File: src/rtl/fqs_pkg.sv
// Shared types, codes and field widths for the FIFO queue with search.
`timescale 1ns / 1ps

package fqs_pkg;

   localparam int FQS_DEPTH_DEF     = 16;
   localparam int FQS_DATA_BITS_DEF = 8;

   localparam int FQS_TYPE_W   = 3;
   localparam int FQS_VALUE_W  = 8;
   localparam int FQS_STATUS_W = 2;
   localparam int FQS_DATA_W   = 8;
   localparam int FQS_POS_W    = 4;
   localparam int FQS_COUNT_W  = 5;
   localparam int FQS_LIMIT_W  = 5;

   localparam logic [FQS_LIMIT_W-1:0] FQS_LIMIT_RESET = 5'd16;

   typedef enum logic [FQS_TYPE_W-1:0] {
      REQ_ENQUEUE = 3'd0,
      REQ_DEQUEUE = 3'd1,
      REQ_PEEK    = 3'd2,
      REQ_SEARCH  = 3'd3,
      REQ_CLEAR   = 3'd4
   } req_code_type;

   typedef enum logic [FQS_STATUS_W-1:0] {
      ST_OK        = 2'd0,
      ST_EMPTY     = 2'd1,
      ST_FULL      = 2'd2,
      ST_NOT_FOUND = 2'd3
   } status_code_type;

   typedef enum logic [4:0] {
      S_IDLE = 5'b00001,
      S_EXEC = 5'b00010,
      S_READ = 5'b00100,
      S_SCAN = 5'b01000,
      S_POST = 5'b10000
   } ctrl_state_type;

   // Controller to datapath
   typedef struct packed {
      logic            take_req;
      logic            write_entry;
      logic            read_front;
      logic            read_next;
      logic            scan_clear;
      logic            scan_advance;
      logic            advance_front;
      logic            clear_queue;
      logic            load_result;
      status_code_type result_status;
      logic            result_data;
      logic            result_pos;
      logic            publish;
   } fqs_cmd_type;

   // Datapath to controller
   typedef struct packed {
      req_code_type req_code;
      logic         empty;
      logic         full;
      logic         match;
      logic         last;
      logic         out_free;
   } fqs_sts_type;

endpackage

File: src/rtl/fqs_datapath.sv
// Datapath: entry store, pointers, count, limit register and result registers.
`timescale 1ns / 1ps

module fqs_datapath import fqs_pkg::*; #(
   parameter int DEPTH     = FQS_DEPTH_DEF,
   parameter int DATA_BITS = FQS_DATA_BITS_DEF
) (
   input  logic                     clock,
   input  logic                     reset,
   input  logic [FQS_TYPE_W-1:0]    req_type,
   input  logic [FQS_VALUE_W-1:0]   req_item_value,
   input  logic                     csr_write_enable,
   input  logic [FQS_LIMIT_W-1:0]   csr_write_data,
   input  logic                     rsp_ready,
   output logic                     rsp_valid,
   output logic [FQS_STATUS_W-1:0]  rsp_status,
   output logic [FQS_DATA_W-1:0]    rsp_out_data,
   output logic [FQS_POS_W-1:0]     rsp_match_position,
   output logic [FQS_COUNT_W-1:0]   rsp_entry_count,
   input  fqs_cmd_type              cmd,
   output fqs_sts_type              sts
);

   localparam int PTR_BITS = $clog2(DEPTH);
   localparam int CNT_BITS = $clog2(DEPTH + 1);
   localparam int SUM_BITS = CNT_BITS + 1;
   localparam int VAL_WIDE = (DATA_BITS > FQS_VALUE_W) ? DATA_BITS : FQS_VALUE_W;
   localparam int RD_WIDE  = (DATA_BITS > FQS_DATA_W) ? DATA_BITS : FQS_DATA_W;
   localparam int POS_WIDE = (CNT_BITS > FQS_POS_W) ? CNT_BITS : FQS_POS_W;
   localparam int CNT_WIDE = (CNT_BITS > FQS_COUNT_W) ? CNT_BITS : FQS_COUNT_W;
   localparam int LIM_WIDE = (CNT_BITS > FQS_LIMIT_W) ? CNT_BITS : FQS_LIMIT_W;

   // Physical slot of a queue position; front + pos stays below twice the depth
   function automatic logic [PTR_BITS-1:0] slot_of(input logic [PTR_BITS-1:0] front,
                                                   input logic [CNT_BITS-1:0] pos);
      logic [SUM_BITS-1:0] sum;
      sum = SUM_BITS'(front) + SUM_BITS'(pos);
      if (sum >= SUM_BITS'(DEPTH)) begin
         sum = sum - SUM_BITS'(DEPTH);
      end
      return sum[PTR_BITS-1:0];
   endfunction

   logic [DATA_BITS-1:0]    entry_store [DEPTH];

   logic [PTR_BITS-1:0]     front_ff, front_in;
   logic [CNT_BITS-1:0]     count_ff, count_in;
   logic [CNT_BITS-1:0]     scan_idx_ff, scan_idx_in;
   logic [FQS_LIMIT_W-1:0]  limit_ff, limit_in;
   logic [FQS_TYPE_W-1:0]   req_type_ff;
   logic [DATA_BITS-1:0]    req_value_ff;
   logic [DATA_BITS-1:0]    rd_data_ff;
   status_code_type         res_status_ff;
   logic [FQS_DATA_W-1:0]   res_data_ff, res_data_in;
   logic [FQS_POS_W-1:0]    res_pos_ff, res_pos_in;
   logic                    rsp_valid_ff, rsp_valid_in;
   logic [FQS_STATUS_W-1:0] rsp_status_ff;
   logic [FQS_DATA_W-1:0]   rsp_data_ff;
   logic [FQS_POS_W-1:0]    rsp_pos_ff;
   logic [FQS_COUNT_W-1:0]  rsp_count_ff, rsp_count_in;

   logic [VAL_WIDE-1:0]     val_wide;
   logic [RD_WIDE-1:0]      rd_wide;
   logic [POS_WIDE-1:0]     pos_wide;
   logic [CNT_WIDE-1:0]     cnt_wide;
   logic [LIM_WIDE-1:0]     lim_raw, lim_eff, lim_count;
   logic [CNT_BITS-1:0]     scan_next;
   logic [PTR_BITS-1:0]     rd_addr, wr_addr;

   assign val_wide  = VAL_WIDE'(req_item_value);
   assign rd_wide   = RD_WIDE'(rd_data_ff);
   assign pos_wide  = POS_WIDE'(scan_idx_ff);
   assign cnt_wide  = CNT_WIDE'(count_ff);
   assign scan_next = scan_idx_ff + CNT_BITS'(1);
   assign rd_addr   = cmd.read_front ? front_ff : slot_of(front_ff, scan_next);
   assign wr_addr   = slot_of(front_ff, count_ff);

   // Clamp the limit into one to depth
   always_comb begin
      lim_raw   = LIM_WIDE'(limit_ff);
      lim_count = LIM_WIDE'(count_ff);
      lim_eff   = lim_raw;
      if (lim_raw == '0) begin
         lim_eff = LIM_WIDE'(1);
      end else if (lim_raw > LIM_WIDE'(DEPTH)) begin
         lim_eff = LIM_WIDE'(DEPTH);
      end
   end

   always_comb begin
      sts.req_code = req_code_type'(req_type_ff);
      sts.empty    = (count_ff == '0);
      sts.full     = (lim_count >= lim_eff);
      sts.match    = (rd_data_ff == req_value_ff);
      sts.last     = (scan_next == count_ff);
      sts.out_free = !rsp_valid_ff || rsp_ready;
   end

   always_comb begin
      front_in = front_ff;
      count_in = count_ff;
      if (cmd.clear_queue) begin
         front_in = '0;
         count_in = '0;
      end else if (cmd.write_entry) begin
         count_in = count_ff + CNT_BITS'(1);
      end else if (cmd.advance_front) begin
         front_in = slot_of(front_ff, CNT_BITS'(1));
         count_in = count_ff - CNT_BITS'(1);
      end
   end

   always_comb begin
      scan_idx_in = scan_idx_ff;
      if (cmd.scan_clear) begin
         scan_idx_in = '0;
      end else if (cmd.scan_advance) begin
         scan_idx_in = scan_next;
      end
   end

   assign limit_in    = csr_write_enable ? csr_write_data : limit_ff;
   assign res_data_in = cmd.result_data ? rd_wide[FQS_DATA_W-1:0] : '0;
   assign res_pos_in  = cmd.result_pos ? pos_wide[FQS_POS_W-1:0] : '0;
   assign rsp_count_in = cnt_wide[FQS_COUNT_W-1:0];

   always_comb begin
      rsp_valid_in = rsp_valid_ff;
      if (cmd.publish) begin
         rsp_valid_in = 1'b1;
      end else if (rsp_ready) begin
         rsp_valid_in = 1'b0;
      end
   end

   always_ff @(posedge clock) begin
      if (reset) begin
         front_ff     <= '0;
         count_ff     <= '0;
         limit_ff     <= FQS_LIMIT_RESET;
         rsp_valid_ff <= 1'b0;
      end else begin
         front_ff     <= front_in;
         count_ff     <= count_in;
         limit_ff     <= limit_in;
         rsp_valid_ff <= rsp_valid_in;
      end
   end

   always_ff @(posedge clock) begin
      scan_idx_ff <= scan_idx_in;
      if (cmd.take_req) begin
         req_type_ff  <= req_type;
         req_value_ff <= val_wide[DATA_BITS-1:0];
      end
      if (cmd.load_result) begin
         res_status_ff <= cmd.result_status;
         res_data_ff   <= res_data_in;
         res_pos_ff    <= res_pos_in;
      end
      if (cmd.publish) begin
         rsp_status_ff <= res_status_ff;
         rsp_data_ff   <= res_data_ff;
         rsp_pos_ff    <= res_pos_ff;
         rsp_count_ff  <= rsp_count_in;
      end
   end

   // Entry store: one write port, one registered read port
   always_ff @(posedge clock) begin
      if (cmd.write_entry) begin
         entry_store[wr_addr] <= req_value_ff;
      end
      if (cmd.read_front || cmd.read_next) begin
         rd_data_ff <= entry_store[rd_addr];
      end
   end

   assign rsp_valid          = rsp_valid_ff;
   assign rsp_status         = rsp_status_ff;
   assign rsp_out_data       = rsp_data_ff;
   assign rsp_match_position = rsp_pos_ff;
   assign rsp_entry_count    = rsp_count_ff;

endmodule

File: src/rtl/fqs_controller.sv
// Controller: sequences each request through execute, a read or scan where needed, and result.
`timescale 1ns / 1ps

module fqs_controller import fqs_pkg::*; (
   input  logic        clock,
   input  logic        reset,
   input  logic        req_valid,
   output logic        req_ready,
   input  fqs_sts_type sts,
   output fqs_cmd_type cmd
);

   ctrl_state_type state_ff, state_in;

   assign req_ready = (state_ff == S_IDLE);

   always_comb begin
      state_in = state_ff;
      cmd      = '0;
      unique case (state_ff)
         S_IDLE: begin
            if (req_valid) begin
               cmd.take_req = 1'b1;
               state_in     = S_EXEC;
            end
         end
         S_EXEC: begin
            state_in = S_POST;
            unique case (sts.req_code)
               REQ_ENQUEUE: begin
                  cmd.load_result = 1'b1;
                  if (sts.full) begin
                     cmd.result_status = ST_FULL;
                  end else begin
                     cmd.write_entry   = 1'b1;
                     cmd.result_status = ST_OK;
                  end
               end
               REQ_DEQUEUE, REQ_PEEK: begin
                  if (sts.empty) begin
                     cmd.load_result   = 1'b1;
                     cmd.result_status = ST_EMPTY;
                  end else begin
                     cmd.read_front = 1'b1;
                     state_in       = S_READ;
                  end
               end
               REQ_SEARCH: begin
                  if (sts.empty) begin
                     cmd.load_result   = 1'b1;
                     cmd.result_status = ST_EMPTY;
                  end else begin
                     cmd.read_front = 1'b1;
                     cmd.scan_clear = 1'b1;
                     state_in       = S_SCAN;
                  end
               end
               REQ_CLEAR: begin
                  cmd.clear_queue   = 1'b1;
                  cmd.load_result   = 1'b1;
                  cmd.result_status = ST_OK;
               end
               default: begin
                  cmd.load_result   = 1'b1;
                  cmd.result_status = ST_OK;
               end
            endcase
         end
         S_READ: begin
            cmd.load_result   = 1'b1;
            cmd.result_status = ST_OK;
            cmd.result_data   = 1'b1;
            cmd.advance_front = (sts.req_code == REQ_DEQUEUE);
            state_in          = S_POST;
         end
         S_SCAN: begin
            // Compare the entry read last cycle while fetching the next one
            if (sts.match) begin
               cmd.load_result   = 1'b1;
               cmd.result_status = ST_OK;
               cmd.result_pos    = 1'b1;
               state_in          = S_POST;
            end else if (sts.last) begin
               cmd.load_result   = 1'b1;
               cmd.result_status = ST_NOT_FOUND;
               state_in          = S_POST;
            end else begin
               cmd.read_next    = 1'b1;
               cmd.scan_advance = 1'b1;
            end
         end
         S_POST: begin
            // Hold the result until the output register is free
            if (sts.out_free) begin
               cmd.publish = 1'b1;
               state_in    = S_IDLE;
            end
         end
         default: begin
            state_in = S_IDLE;
         end
      endcase
   end

   always_ff @(posedge clock) begin
      if (reset) begin
         state_ff <= S_IDLE;
      end else begin
         state_ff <= state_in;
      end
   end

endmodule

File: src/rtl/fifo_queue_with_search_unit.sv
// Top level of the FIFO byte queue with search: controller plus datapath.
`timescale 1ns / 1ps

// A fixed-depth first-in first-out queue that answers every request item with
// exactly one result item (status and the count after the request). The block
// works on one item at a time. Enqueue, clear, refused and empty requests pass
// from the execute state straight to the result state, dequeue and peek first
// read the front entry, and a search compares entries until a match or the
// end of the queue, from one entry up to the held count. The serial scan
// follows from the single read port of the entry store, which the search
// walks one entry per cycle. The input is open again in the same cycle in which
// the result is first offered, and a result that is not yet taken does not stop
// the next item being accepted; it only holds that item's result back. The
// capacity limit register may be written at any time the block is idle.

module fifo_queue_with_search_unit import fqs_pkg::*; #(
   parameter int DEPTH     = FQS_DEPTH_DEF,
   parameter int DATA_BITS = FQS_DATA_BITS_DEF
) (
   input  logic                    clock,
   input  logic                    reset,
   input  logic                    req_valid,
   output logic                    req_ready,
   input  logic [FQS_TYPE_W-1:0]   req_type,
   input  logic [FQS_VALUE_W-1:0]  req_item_value,
   output logic                    rsp_valid,
   input  logic                    rsp_ready,
   output logic [FQS_STATUS_W-1:0] rsp_status,
   output logic [FQS_DATA_W-1:0]   rsp_out_data,
   output logic [FQS_POS_W-1:0]    rsp_match_position,
   output logic [FQS_COUNT_W-1:0]  rsp_entry_count,
   input  logic                    csr_write_enable,
   input  logic [FQS_LIMIT_W-1:0]  csr_write_data
);

   fqs_cmd_type cmd;
   fqs_sts_type sts;

   fqs_controller u_ctrl (
      .clock     (clock),
      .reset     (reset),
      .req_valid (req_valid),
      .req_ready (req_ready),
      .sts       (sts),
      .cmd       (cmd)
   );

   fqs_datapath #(
      .DEPTH     (DEPTH),
      .DATA_BITS (DATA_BITS)
   ) u_dp (
      .clock              (clock),
      .reset              (reset),
      .req_type           (req_type),
      .req_item_value     (req_item_value),
      .csr_write_enable   (csr_write_enable),
      .csr_write_data     (csr_write_data),
      .rsp_ready          (rsp_ready),
      .rsp_valid          (rsp_valid),
      .rsp_status         (rsp_status),
      .rsp_out_data       (rsp_out_data),
      .rsp_match_position (rsp_match_position),
      .rsp_entry_count    (rsp_entry_count),
      .cmd                (cmd),
      .sts                (sts)
   );

endmodule

File: config.mk
export PLATFORM = sky130hd
export DESIGN_NAME = fifo_queue_with_search_unit
export DESIGN_NICKNAME = d
export VERILOG_FILES = /design/src/rtl/fqs_pkg.sv /design/src/rtl/fqs_datapath.sv /design/src/rtl/fqs_controller.sv /design/src/rtl/fifo_queue_with_search_unit.sv
export SDC_FILE = /design/constraint.sdc
export NUM_CORES = 1
export LEC_CHECK = 0
export BUFFER_PORTS_ARGS = -buffer_cell sky130_fd_sc_hd__buf_2
export CAP_MARGIN = 30
export CORE_MARGIN = 3
export CORE_UTILIZATION = 50
export CTS_BUF_LIST = sky130_fd_sc_hd__clkbuf_4
export CTS_CLUSTER_DIAMETER = 60
export DETAILED_ROUTE_END_ITERATION = 10
export HOLD_SLACK_MARGIN = 0.02
export PLACE_DENSITY = 0.68
export SETUP_SLACK_MARGIN = 0.4
export SLEW_MARGIN = 5
export SYNTH_ARGS = -nofsm -noshare
export SYNTH_HDL_FRONTEND = slang
export SYNTH_SLANG_ARGS = --single-unit
export TNS_END_PERCENT = 50
File: constraint.sdc
create_clock -name clock -period 7.3 [get_ports clock]
set_clock_uncertainty 0.1 [all_clocks]
set_input_delay 0.73 -clock clock [delete_from_list [all_inputs] [get_ports clock]]
set_output_delay 0.73 -clock clock [all_outputs]
set_load 0.02 [all_outputs]
; After elaboration in Yosys (flattened, before gate mapping)
; Memories as Yosys holds them, arrays and structs flattened. A register that Yosys moved wholly into a read port is not among the register bits.
; Cells that the tools add are included.
[totals]
reg_bits = 69
romBits = 0
ramBits = 128
memories = 1
latch_bits = 0
elab_cells = 104
out_inout_bits = 21
input_bits = 21
[op_classes]
magnitude_cmp = 5
mux = 46
div = 0
reduce_logical = 13
n_eq_ne = 14
n_addsub = 9
n_shift = 0
bitwise_logic = 1
mul = 0
[mem_list]
columns = memory, words, word_bits, read_ports, rd_ports_with_merged_regs, write_ports, line
row1 = u_dp.entry_store, 16, 8, 1, 1, 1, fqs_datapath.sv:44  ; logic [DATA_BITS-1:0] entry_store [DEPTH];
[op_table]
columns = cell, count
row1 = 2-to-1 mux 5 bit, 10
row2 = case mux 5 bit (5 select lines), 1
row3 = 2-to-1 mux 1 bit, 23
row4 = 2-to-1 mux 4 bit, 4
row5 = adder 4 x 5 -> 6 bit, 2
row6 = ">= comparator 6 x 5 -> 1 bit, second input constant", 2
row7 = "subtractor 4 x 1 -> 4 bit, second input constant", 3
row8 = "adder 5 x 1 -> 5 bit, second input constant", 2
row9 = logical NOT 5 bit, 2
row10 = case mux 5 bit (2 select lines), 1
row11 = 2-to-1 mux 3 bit, 3
row12 = case mux 3 bit (3 select lines), 1
row13 = == test 8 bit, 1
row14 = "== test 3 x 2 -> 1 bit, second input constant", 2
row15 = case mux 3 bit (2 select lines), 1
row16 = "adder 4 x 1 -> 5 bit, second input constant", 1
row17 = "== test 5 x 1 -> 1 bit, second input constant", 1
row18 = "== test 5 x 2 -> 1 bit, second input constant", 1
row19 = "== test 5 x 3 -> 1 bit, second input constant", 1
row20 = "== test 5 x 4 -> 1 bit, second input constant", 1
row21 = == test 5 bit, 1
row22 = "== test 5 bit, second input constant", 1
row23 = >= comparator 5 bit, 1
row24 = ">= comparator 5 bit, second input constant", 1
row25 = other kinds (16), 21

; Longest topological paths before layout
[logic_depth]
word_depth = 9
depth_mapped = 15
ltp_nobuf = 14

; Hierarchy
; A second synthesis with hierarchy kept.
[unflattened]
hier_cells = 502
area_unflattened_um2 = 8657.1
[modules_own_cells]
columns = module, area_each_um2, instances, seq_area_each_um2, cells_per_inst
row1 = fqs_datapath, 8219.1, 1, 5805.6, 446
row2 = fqs_controller, 437.9, 1, 100.1, 56

; Worst setup path after synthesis
; No wires, ideal clock.
[synth_timing]
path_kind = register to register
start = register u_dp.scan_idx_ff[0] (netlist: u_dp.pos_wide[0])
end = register u_dp.rd_data_ff[0] (read register of u_dp.entry_store), data pin
required_time_ns = 6.940
setup_ns = 0.260
period_less_slack_ns = 3.355
n_path_buf = 2
path_stages_with_launch = 9
setup_slack_ns = 3.945
arrival_time_ns = 2.995
path_cell_list = dfxtp_1 > ha_1 > fa_1 > clkbuf_1 > clkbuf_1 > mux4_2 > mux2i_1 > mux2i_1 > mux2_2
[synth_between]
elab_chain_cells = 6
elab_cells_between_ends = 11
classes_between = 3 x add/sub / 1 x order compare / 1 x eq/ne / 5 x mux / 1 x reduce/logical
[synth_rtl]
columns = element, line
row1 = from (decl), fqs_datapath.sv:48  ; logic [CNT_BITS-1:0] scan_idx_ff, scan_idx_in;
row2 = from (signal assigned), fqs_datapath.sv:151  ; scan_idx_ff <= scan_idx_in;
row3 = adder 5 x 1 -> 5 bit (*), fqs_datapath.sv:74  ; assign scan_next = scan_idx_ff + CNT_BITS'(1);
row4 = via u_dp.scan_next[1], fqs_datapath.sv:67  ; logic [CNT_BITS-1:0] scan_next;
row5 = branches (longest 5 deep; another with adder 4 x 5 -> 6 bit), -
row6 = to (decl), fqs_datapath.sv:52  ; logic [DATA_BITS-1:0] rd_data_ff;
; Mark *: on every way through the listed nets, which the timed path passes.
; A chain may end at the register's enable or synchronous reset.

; Final worst setup path
[layout_timing]
start = register u_dp.limit_ff[1] (netlist: u_dp.lim_raw[1])
end = memory u_dp.entry_store[12][0] (netlist name) (enable)
[layout_between]
elab_chain_cells = 9
elab_cells_between_ends = 10
classes_between = 2 x order compare / 7 x mux / 1 x reduce/logical
[layout_rtl]
columns = element, line
row1 = from (decl), fqs_datapath.sv:49  ; logic [FQS_LIMIT_W-1:0] limit_ff, limit_in;
row2 = from (signal assigned), fqs_datapath.sv:145  ; limit_ff <= limit_in;
row3 = greater-than comparator 5 bit, fqs_datapath.sv:85  ; end else if (lim_raw > LIM_WIDE'(DEPTH)) begin
row4 = 2-to-1 mux 5 bit, fqs_datapath.sv:85
row5 = 2-to-1 mux 5 bit (*), fqs_datapath.sv:83  ; if (lim_raw == '0) begin
row6 = >= comparator 5 bit (*), fqs_datapath.sv:93  ; sts.full = (lim_count >= lim_eff);
row7 = 2-to-1 mux 1 bit (*), fqs_controller.sv:32  ; if (sts.full) begin
row8 = 2-to-1 mux 1 bit (*), fqs_controller.sv:29  ; unique case (sts.req_code)
row9 = 2-to-1 mux 2 bit (*), fqs_controller.sv:20  ; unique case (state_ff)
row10 = 2-to-1 mux 1 bit (*), fqs_datapath.sv:171  ; if (cmd.write_entry) begin
row11 = 2-to-1 mux 1 bit (not written as such) (*), fqs_datapath.sv:172  ; entry_store[wr_addr] <= req_value_ff;
row12 = to (decl), fqs_datapath.sv:44
; Mark *: on every way between the ends. The rest lies on a longest branch, timed or not.

==> metrics.cfg <==
[run_status]
outcome=completed

[synth]
netlist_area_mm2=0.00954
ys_ff_latch=205
synthCells=571
synthAdderAreaFrac_pct=2.73
synth-seq-area-share_pct=61.9
synth_top_area_share_pct=56.7
synthesis.nets=611
yosysUniqueCellTypes=48
syn_avg_cell_area_um2=16.7
synth-compound-area-share_pct=2.06
synth_mux_area_share_pct=21.7
synth_top_family_by_area=multiplexers
synth_top_area_cell=edfxtp_1
yosys_warnings=0
synthXorXnorAreaFrac_pct=3.40
netlist_top_cells_area=edfxtp_1 (57%), mux4_2 (15%), mux2i_1 (5.7%)
synthSimpleGateAreaFrac_pct=6.57

[timing]
worst_pin_slew_ns=1.00
slew_headroom_pct=32.8
fmax_mhz=273
layout_min_cycle_time_ns=3.67
rsz0062_at_grt=no
setup_viol=0
hold_viol=0
setup_slack_ns=3.63
slew_viol_final=0
fin_tns_setup_ns=0
fin_crit_sh_pct=50.3

[final_layout]
mostFrequentLayoutCells=edfxtp_1 (180), clkbuf_4 (73), mux4_2 (64)
syn_to_final_growth_pct=11.7
final_util_pct=58.1
drive_gt1_share_pct=31.7
num-nets-final=690
final_cells=921
final_common_cell=edfxtp_1

[critical_path]
crit_chain=nor3_1 > nor2_1 > nor2_1 > ha_1 > nand2b_1 > a21oi_1 > o21ai_1 > or4_1 > or3_1 > nor2_1
crit_top_cell=nor2_1
critical-path-max-stage-delay_ns=0.67
path_class=reg2reg
crit_path_max_fanout=12
cp_slowest_cell=nor2_1
cp_num_buf_inv=0
cp-start-kind=flip-flop
arrival_ns=3.81
crit_family=simple AND/OR/NAND/NOR gates
cp-end-kind=flip-flop
worstPathRequired_ns=7.44

[global_routing]
grt_usage_pct=20.3
antenna_found_initial=1
grt_max_degree=40
grt_pass1_wl_mm=31.4
gr-total-overflow=0
grt_pass1_vias=5484

[worst_hold_path]
worstHoldPathType=in2reg

[die]
die_area_mm2=0.0208
coreArea_mm2=0.0183
die_height_um=144
initial_core_util_pct=52.0
die_w_um=144
ios=42
rows=49

[detailed_routing]
postRouteWirelength_mm=19.9
first_pass_iters=6
drt_iter0_markers=455
vias=5374
routed_via_density=5.83
ant_nets=0
drc_errors=0
wire_per_inst_um=21.7

[power_and_ir_drop]
p_leak_nw=3.74
pwr_density_cell_mw_per_mm2=234
total_power_mw=2.49
ir_worst_vdd_uv=188

[placement]
place_inst=825
port_buffers=41
post-place-ws_ns=3.67
dp_hpwl_mm=12.7
routabilityCongestion=0.847

[clock_network]
ctsResizeCount=0
clock_latency_ns=0.65
cts_tree=done
cts_root_buf=clkbuf_4
clock_sinks=205
h-tree-depth=2
hold_buffers=0
cts_setup_buffers=0
cts_buffer_depth=3
cts_buffers=51
clk_pin_slew_ns=0.07

[run]
cap_violations=0

## worst reg2reg max path: stages (launching register included)
cell	delay [ns]
dfxtp_1	0.32
nor3_1	0.18
nor2_1	0.07
nor2_1	0.13
ha_1	0.24
nand2b_1	0.15
a21oi_1	0.18
o21ai_1	0.11
or4_1	0.64
or3_1	0.49
nor2_1	0.68
## path summary, 6_finish.rpt
path,start,end,slack [ns],depth (start not counted)
setup / recovery,u_dp.lim_raw[1],u_dp.entry_store[12][0],3.63,10
hold / removal,req_type[0],u_dp.req_type_ff[0],0.16,1
setup reg to reg,u_dp.lim_raw[1],u_dp.entry_store[12][0],3.63,10
hold reg to reg,u_dp.res_data_ff[6],u_dp.rsp_out_data[6],0.30,0
## routing by layer
layer | share of wire, % | track usage [%]
met1 | 42 | 27.8
met2 | 50 | 33.1
met3 | 7.5 | 4.79
met4 | 1.2 | 5.60
met5 | 0 | 0
## kinds of logic after synthesis
logic type	count (synthesis)
simple gates	122
mux	126
xor+xnor	34
fa+ha+maj	19
flops	205
buf+inv	34
compound gates	31
## cell usage after synthesis (all sizes together)
cell and n:
edfxtp 180, mux4 64, mux2i 54, nor2 49, xnor2 28, dfxtp 25
nand2 23, ha 16, clkbuf 15, a21oi 13, buf 10, and2 9
inv 9, nand3 9, mux2 8, o21ai 7, xor2 6, a21o 5
nor3 5, and3 4, nand2b 4, nor4 4, fa 3, nand3b 3
nand4 3, or3 3, a211oi 2, and3b 2, or4 2, nor2b 1
o211a 1, o211ai 1, o221ai 1, o31ai 1, or2 1
## through the flow
stage | hold WS, ns | instance area [um^2]
6_report | 0.160 | 10700
5_1_grt | 0.0873 | 10700
4_1_cts | 0.0919 | 10600
3_5_place_dp | 0.305 | 9980
3_3_place_gp | 0.301 | 9970
2_1_floorplan | 0.300 | 9540
## where the power goes
group	switching, mW	internal, mW	leakage (nW)
registers	0.0607	1.34	1.84
clock network	0.450	0.499	0.399
logic	0.0859	0.0517	1.50
## sequential cells by signal (all words and copies together), names as in the netlist
register                 flops
u_dp.pos_wide                5
u_dp.res_status_ff           2
u_dp.entry_store           128
u_dp.req_value_ff            8
u_ctrl.state_ff              5
u_dp.res_pos_ff              4
u_dp.cnt_wide                5
u_dp.rsp_match_position      4
u_dp.lim_raw                 5
u_dp.req_type_ff             3
u_dp.rd_data_ff              8
u_dp.rsp_valid               1
u_dp.rsp_status              2
u_dp.front_ff                4
u_dp.rsp_out_data            8
u_dp.rsp_entry_count         5
u_dp.res_data_ff             8
## final cells by class
class                      count  area (um^2)
clock inverter                20          110
inverter                       9         33.8
clock buffer                  73          548
sequential                   205         5910
timing repair buffer          51          278
tap                          229          287
antenna                        2         5.00
fill                        1405         7680
multi-input combinational    332         3480
No activity file was read; power rests on OpenSTA's default activity.
